[src/bmc_pkg.sv]
// Shared types, constants and the control word layout of the maze carver.
`default_nettype none

package bmc_pkg;

  localparam int MAX_WIDTH_DEF  = 64;
  localparam int MAX_HEIGHT_DEF = 64;

  localparam logic [6:0] GRID_WIDTH_RST  = 7'd17;
  localparam logic [6:0] GRID_HEIGHT_RST = 7'd8;

  // Configuration register indexes.
  localparam logic CFG_GRID_WIDTH  = 1'b0;
  localparam logic CFG_GRID_HEIGHT = 1'b1;

  // Command opcodes.
  localparam logic OP_BEGIN = 1'b0;
  localparam logic OP_STEP  = 1'b1;

  localparam int UPC_W = 4;
  typedef logic [UPC_W-1:0] upc_t;

  // Microprogram entry points.
  localparam upc_t UPC_IDLE     = 4'd0;
  localparam upc_t UPC_DISPATCH = 4'd1;
  localparam upc_t UPC_CLEAR    = 4'd2;
  localparam upc_t UPC_BEGIN    = 4'd3;
  localparam upc_t UPC_STEP     = 4'd4;
  localparam upc_t UPC_LOAD_TOP = 4'd5;
  localparam upc_t UPC_SCAN0    = 4'd6;
  localparam upc_t UPC_SCAN1    = 4'd7;
  localparam upc_t UPC_SCAN2    = 4'd8;
  localparam upc_t UPC_SCAN3    = 4'd9;
  localparam upc_t UPC_SCAN4    = 4'd10;
  localparam upc_t UPC_DECIDE   = 4'd11;
  localparam upc_t UPC_POP      = 4'd12;
  localparam upc_t UPC_PUSH     = 4'd13;
  localparam upc_t UPC_FINISH   = 4'd14;

  typedef enum logic [1:0] {
    DIR_UP    = 2'd0,
    DIR_DOWN  = 2'd1,
    DIR_LEFT  = 2'd2,
    DIR_RIGHT = 2'd3
  } dir_t;

  typedef enum logic [3:0] {
    ACT_NONE,
    ACT_LATCH,
    ACT_CLEAR,
    ACT_BEGIN,
    ACT_LOAD_TOP,
    ACT_POP,
    ACT_PUSH,
    ACT_FINISH
  } act_t;

  typedef enum logic [2:0] {
    COND_NONE,
    COND_ALWAYS,
    COND_WAIT,
    COND_STEP,
    COND_CLR_MORE,
    COND_EMPTY,
    COND_HAS_OPEN
  } cond_t;

  typedef struct packed {
    act_t  act;
    dir_t  rd_dir;
    logic  scan_cap;
    dir_t  cap_dir;
    cond_t cond;
    upc_t  target;
  } ctrl_t;

  typedef struct packed {
    logic op_step;
    logic clr_more;
    logic empty;
    logic has_open;
  } stat_t;

  function automatic ctrl_t mk_word(input act_t act, input dir_t rd_dir, input logic scan_cap,
                                    input dir_t cap_dir, input cond_t cond, input upc_t target);
    ctrl_t w;
    w.act      = act;
    w.rd_dir   = rd_dir;
    w.scan_cap = scan_cap;
    w.cap_dir  = cap_dir;
    w.cond     = cond;
    w.target   = target;
    return w;
  endfunction

  // Remainder by three of a 16-bit value: base-4 digits each count one mod 3.
  function automatic logic [1:0] mod3_16(input logic [15:0] v);
    logic [4:0] s;
    logic [2:0] t;
    logic [2:0] r;
    s = 5'd0;
    for (int i = 0; i < 8; i++) begin
      s = s + 5'(v[2*i +: 2]);
    end
    t = 3'(s[1:0]) + 3'(s[3:2]) + 3'(s[4]);
    if (t >= 3'd6) begin
      r = t - 3'd6;
    end else if (t >= 3'd3) begin
      r = t - 3'd3;
    end else begin
      r = t;
    end
    return r[1:0];
  endfunction

endpackage

`default_nettype wire

[src/bmc_ucode_rom.sv]
// Microprogram store: one control word per step of the carver's sequencer.
`default_nettype none

module bmc_ucode_rom (
  input  wire  bmc_pkg::upc_t  upc,
  output bmc_pkg::ctrl_t       ctrl
);

  always_comb begin
    unique case (upc)
      bmc_pkg::UPC_IDLE: begin
        ctrl = bmc_pkg::mk_word(bmc_pkg::ACT_LATCH, bmc_pkg::DIR_UP, 1'b0, bmc_pkg::DIR_UP,
                                bmc_pkg::COND_WAIT, bmc_pkg::UPC_IDLE);
      end
      bmc_pkg::UPC_DISPATCH: begin
        ctrl = bmc_pkg::mk_word(bmc_pkg::ACT_NONE, bmc_pkg::DIR_UP, 1'b0, bmc_pkg::DIR_UP,
                                bmc_pkg::COND_STEP, bmc_pkg::UPC_STEP);
      end
      bmc_pkg::UPC_CLEAR: begin
        ctrl = bmc_pkg::mk_word(bmc_pkg::ACT_CLEAR, bmc_pkg::DIR_UP, 1'b0, bmc_pkg::DIR_UP,
                                bmc_pkg::COND_CLR_MORE, bmc_pkg::UPC_CLEAR);
      end
      bmc_pkg::UPC_BEGIN: begin
        ctrl = bmc_pkg::mk_word(bmc_pkg::ACT_BEGIN, bmc_pkg::DIR_UP, 1'b0, bmc_pkg::DIR_UP,
                                bmc_pkg::COND_ALWAYS, bmc_pkg::UPC_IDLE);
      end
      bmc_pkg::UPC_STEP: begin
        ctrl = bmc_pkg::mk_word(bmc_pkg::ACT_NONE, bmc_pkg::DIR_UP, 1'b0, bmc_pkg::DIR_UP,
                                bmc_pkg::COND_EMPTY, bmc_pkg::UPC_FINISH);
      end
      bmc_pkg::UPC_LOAD_TOP: begin
        ctrl = bmc_pkg::mk_word(bmc_pkg::ACT_LOAD_TOP, bmc_pkg::DIR_UP, 1'b0, bmc_pkg::DIR_UP,
                                bmc_pkg::COND_NONE, bmc_pkg::UPC_IDLE);
      end
      // Reads of the four neighbors overlap with capture of the previous one.
      bmc_pkg::UPC_SCAN0: begin
        ctrl = bmc_pkg::mk_word(bmc_pkg::ACT_NONE, bmc_pkg::DIR_UP, 1'b0, bmc_pkg::DIR_UP,
                                bmc_pkg::COND_NONE, bmc_pkg::UPC_IDLE);
      end
      bmc_pkg::UPC_SCAN1: begin
        ctrl = bmc_pkg::mk_word(bmc_pkg::ACT_NONE, bmc_pkg::DIR_DOWN, 1'b1, bmc_pkg::DIR_UP,
                                bmc_pkg::COND_NONE, bmc_pkg::UPC_IDLE);
      end
      bmc_pkg::UPC_SCAN2: begin
        ctrl = bmc_pkg::mk_word(bmc_pkg::ACT_NONE, bmc_pkg::DIR_LEFT, 1'b1, bmc_pkg::DIR_DOWN,
                                bmc_pkg::COND_NONE, bmc_pkg::UPC_IDLE);
      end
      bmc_pkg::UPC_SCAN3: begin
        ctrl = bmc_pkg::mk_word(bmc_pkg::ACT_NONE, bmc_pkg::DIR_RIGHT, 1'b1, bmc_pkg::DIR_LEFT,
                                bmc_pkg::COND_NONE, bmc_pkg::UPC_IDLE);
      end
      bmc_pkg::UPC_SCAN4: begin
        ctrl = bmc_pkg::mk_word(bmc_pkg::ACT_NONE, bmc_pkg::DIR_UP, 1'b1, bmc_pkg::DIR_RIGHT,
                                bmc_pkg::COND_NONE, bmc_pkg::UPC_IDLE);
      end
      bmc_pkg::UPC_DECIDE: begin
        ctrl = bmc_pkg::mk_word(bmc_pkg::ACT_NONE, bmc_pkg::DIR_UP, 1'b0, bmc_pkg::DIR_UP,
                                bmc_pkg::COND_HAS_OPEN, bmc_pkg::UPC_PUSH);
      end
      bmc_pkg::UPC_POP: begin
        ctrl = bmc_pkg::mk_word(bmc_pkg::ACT_POP, bmc_pkg::DIR_UP, 1'b0, bmc_pkg::DIR_UP,
                                bmc_pkg::COND_ALWAYS, bmc_pkg::UPC_STEP);
      end
      bmc_pkg::UPC_PUSH: begin
        ctrl = bmc_pkg::mk_word(bmc_pkg::ACT_PUSH, bmc_pkg::DIR_UP, 1'b0, bmc_pkg::DIR_UP,
                                bmc_pkg::COND_ALWAYS, bmc_pkg::UPC_IDLE);
      end
      bmc_pkg::UPC_FINISH: begin
        ctrl = bmc_pkg::mk_word(bmc_pkg::ACT_FINISH, bmc_pkg::DIR_UP, 1'b0, bmc_pkg::DIR_UP,
                                bmc_pkg::COND_ALWAYS, bmc_pkg::UPC_IDLE);
      end
      default: begin
        ctrl = bmc_pkg::mk_word(bmc_pkg::ACT_NONE, bmc_pkg::DIR_UP, 1'b0, bmc_pkg::DIR_UP,
                                bmc_pkg::COND_ALWAYS, bmc_pkg::UPC_IDLE);
      end
    endcase
  end

endmodule

`default_nettype wire

[src/bmc_sequencer.sv]
// Step counter with conditional jumps that walks the microprogram.
`default_nettype none

module bmc_sequencer (
  input  wire                  clk,
  input  wire                  rst_n,
  input  wire                  start,
  input  wire  bmc_pkg::stat_t stat,
  output bmc_pkg::ctrl_t       ctrl,
  output logic                 busy
);

  bmc_pkg::upc_t upc_r;
  bmc_pkg::upc_t upc_nxt;
  logic          take_jump;

  bmc_ucode_rom u_rom (
    .upc  (upc_r),
    .ctrl (ctrl)
  );

  always_comb begin
    unique case (ctrl.cond)
      bmc_pkg::COND_NONE:     take_jump = 1'b0;
      bmc_pkg::COND_ALWAYS:   take_jump = 1'b1;
      bmc_pkg::COND_WAIT:     take_jump = ~start;
      bmc_pkg::COND_STEP:     take_jump = stat.op_step;
      bmc_pkg::COND_CLR_MORE: take_jump = stat.clr_more;
      bmc_pkg::COND_EMPTY:    take_jump = stat.empty;
      bmc_pkg::COND_HAS_OPEN: take_jump = stat.has_open;
      default:                take_jump = 1'b1;
    endcase
  end

  always_comb begin
    if (take_jump) begin
      upc_nxt = ctrl.target;
    end else begin
      upc_nxt = upc_r + bmc_pkg::upc_t'(1);
    end
  end

  always_ff @(posedge clk) begin
    if (!rst_n) begin
      upc_r <= bmc_pkg::UPC_IDLE;
    end else begin
      upc_r <= upc_nxt;
    end
  end

  assign busy = (upc_r != bmc_pkg::UPC_IDLE);

endmodule

`default_nettype wire

[config.mk]
export PLATFORM = sky130hd
export DESIGN_NAME = bmc_sequencer
export DESIGN_NICKNAME = d
export VERILOG_FILES = /design/src/bmc_pkg.sv /design/src/bmc_ucode_rom.sv /design/src/bmc_sequencer.sv
export SDC_FILE = /design/constraint.sdc
export NUM_CORES = 1
export LEC_CHECK = 0
export CORE_MARGIN = 1
export CORE_UTILIZATION = 40
export DETAILED_ROUTE_END_ITERATION = 12
export DONT_BUFFER_PORTS = 1
export RECOVER_POWER = 50
export SLEW_MARGIN = 20
export SYNTH_ARGS = -nofsm -noshare
export SYNTH_HDL_FRONTEND = slang
export SYNTH_SLANG_ARGS = --single-unit
[constraint.sdc]
create_clock -name clk -period 2.8 [get_ports clk]
set_input_delay 0.28 -clock clk [delete_from_list [all_inputs] [get_ports clk]]
set_output_delay 0.28 -clock clk [all_outputs]
set_load 0.1 [all_outputs]
==> out/metrics.yaml <==
first_global_vias: 593
synth_seq_cells: 19
dieWidth_um: 49.0
synth_ff_type: "dfxtp_1"
ctsResizeCount: 0
dr.first_iter.drc_count: 6
reg2reg_from: "u_rom.ctrl[3]"
synth_fa_ha_area_frac: 0.113
clockBufferDepth: 2
synth_mux_area_frac: 0.0794
synth_edf_count: 0
grt_max_degree: 14
slew_violations: 0
clk_latency_ps: 290
hp-class: "in2reg"
drt-total-wl_um: 1580
numCtsBuffers: 3
start_util: 0.436
coreArea_um2: 2020
hold_viol: 0
cts_tree: "done"
area.growth.synth_to_final_pct: 8.94
status: "finished, final reports clean"
ys_async_sr_fraction: 0
arrival_ps: 2540
die_area_um2: 2400
min_period_ps: 2340
portBuffers: 0
setup-tns-final_ps: 0
r2r_setup_slack_ps: 460
dp_hpwl_um: 1240
cp-end-kind: "flip-flop"
wl_per_cell_um: 12.7
dr_total_vias: 611
firstDrtPassIters: 4
synth_area_leaders: "dfxtp_1 (43%), ha_1 (11%), nand2_1 (3.8%), mux2i_1 (3.4%), nor2_1 (3.4%)"
cts_hold_buffers: 0
hold_start: "rst_n"
ff2ff_path_depth: 5
synth_xor_area_frac: 0.0199
tightest_slew_ps: 1210
clk_pin_slew_ps: 100
grt_pass1_wl_um: 2700
rows: 16
drive_gt1_frac: 0.153
ant_nets: 0
rsz0062_at_grt: "no"
root_buffer: "clkbuf_4"
route.detailed.drc: 0
ys_warn_count: 0
whs_path_depth: 1
cts_setup_buffers: 0
viasPerCell: 4.89
synth-simple-area-share: 0.138
clock-sinks: 19
chipHeight_um: 49.0
max_cap_viol_count: 0
grt.total_usage: 0.152
slew_headroom: 0.193
ys_types: 31
skew_ps: 5.02
synth_cells: 88
crit_required_ps: 3000
critical_path_class: "reg2reg"
syn_avg_cell_area_um2: 10.0
antenna_found_initial: 0
max_freq_mhz: 427
synth_top_cell_area_share: 0.431
nNetsFinal: 114
syn_nets: 103
synth_top_family_by_area: "compound AO/OA/AOI/OAI gates"
pin_count: 24
seq_area_frac_synth: 0.431
worst_setup_path_start_kind: "flip-flop"
htreeDepth: 1
final_cell_mix: "dfxtp_1 (16), nand2_1 (9), nor2_1 (8), ha_1 (8)"
synth_compound_area_frac: 0.156
netlist_area_um2: 882
hold_end: "upc_r[1]"
synth_top_area_cell: "dfxtp_1"
final_common_cell: "dfxtp_1"
gp_congestion: 0.786
cp_max_fo: 6
reg2reg_to: "u_rom.ctrl[10]"
diodes: 0
finalCritPeriodShare: 0.837
finalSetupViolations: 0
gr-total-overflow: 0
==> registers in the layout, indices dropped and copies added (netlist names) <==
signal,flops
u_rom.ctrl,15
upc_r,4
==> cell usage after synthesis, drive strengths merged, types with 2 or more instances <==
master	number
dfxtp	19
mux2i	4
nand2	9
a21oi	2
nor2b	2
o21ai	6
and2	2
nor2	8
o2bb2ai	3
mux2	2
ha	8
a211oi	2
buf	2
a22o	2
inv	8
==> cell type report <==
cell class | count | area [µm²]
clock buffers | 4 | 26.3
repair buffers | 8 | 37.5
inverters | 8 | 32.5
well taps | 27 | 33.8
fillers | 208 | 1060
flip-flops and latches | 19 | 384
multi-input cells | 59 | 447
==> worst max-delay path by stage <==
stage,startpoint,end,cells past startpoint
3_5_place_dp,u_rom.ctrl[5],u_rom.ctrl[10],8
3_3_place_gp,u_rom.ctrl[5],u_rom.ctrl[6],10
2_1_floorplan,u_rom.ctrl[6],u_rom.ctrl[6],9
5_1_grt,u_rom.ctrl[3],u_rom.ctrl[9],6
4_1_cts,u_rom.ctrl[5],u_rom.ctrl[2],9
6_report,u_rom.ctrl[3],u_rom.ctrl[10],5
==> routing by layer <==
layer  track usage  part of all wire
met5             0                 0
met4         0.103             0.028
met3        0.0280             0.037
met2         0.252              0.45
met1         0.178              0.49
==> critical path, cell delays in order (launching register included) <==
cell	delay (ps)
dfxtp_1	340
clkbuf_1	890
nand2_1	140
mux2_1	450
and2_4	200
a22o_1	230
==> through the flow <==
step	hold WS [ps]	instance area (µm²)	std cells	util	worst slack [ps]
3_3_place_gp	412	961	121	0.475	674
6_report	111	961	125	0.475	456
2_1_floorplan	408	886	88	-	260
4_1_cts	110	987	125	0.488	582
5_1_grt	123	961	125	0.475	324
3_5_place_dp	416	961	121	0.475	605
==> kinds of logic after synthesis <==
| family | count (synthesis) |
|---|---|
| adder cells (fa/ha/maj) | 8 |
| XOR/XNOR | 2 |
| AO/OA/AOI/OAI | 17 |
| buffers and inverters | 10 |
| multiplexers | 6 |
| flip-flops | 19 |
| other | 1 |
| AND/OR/NAND/NOR | 25 |
Power is not shown: default switching activity piles up to over one toggle a cycle in this logic, so the estimate is an artifact.
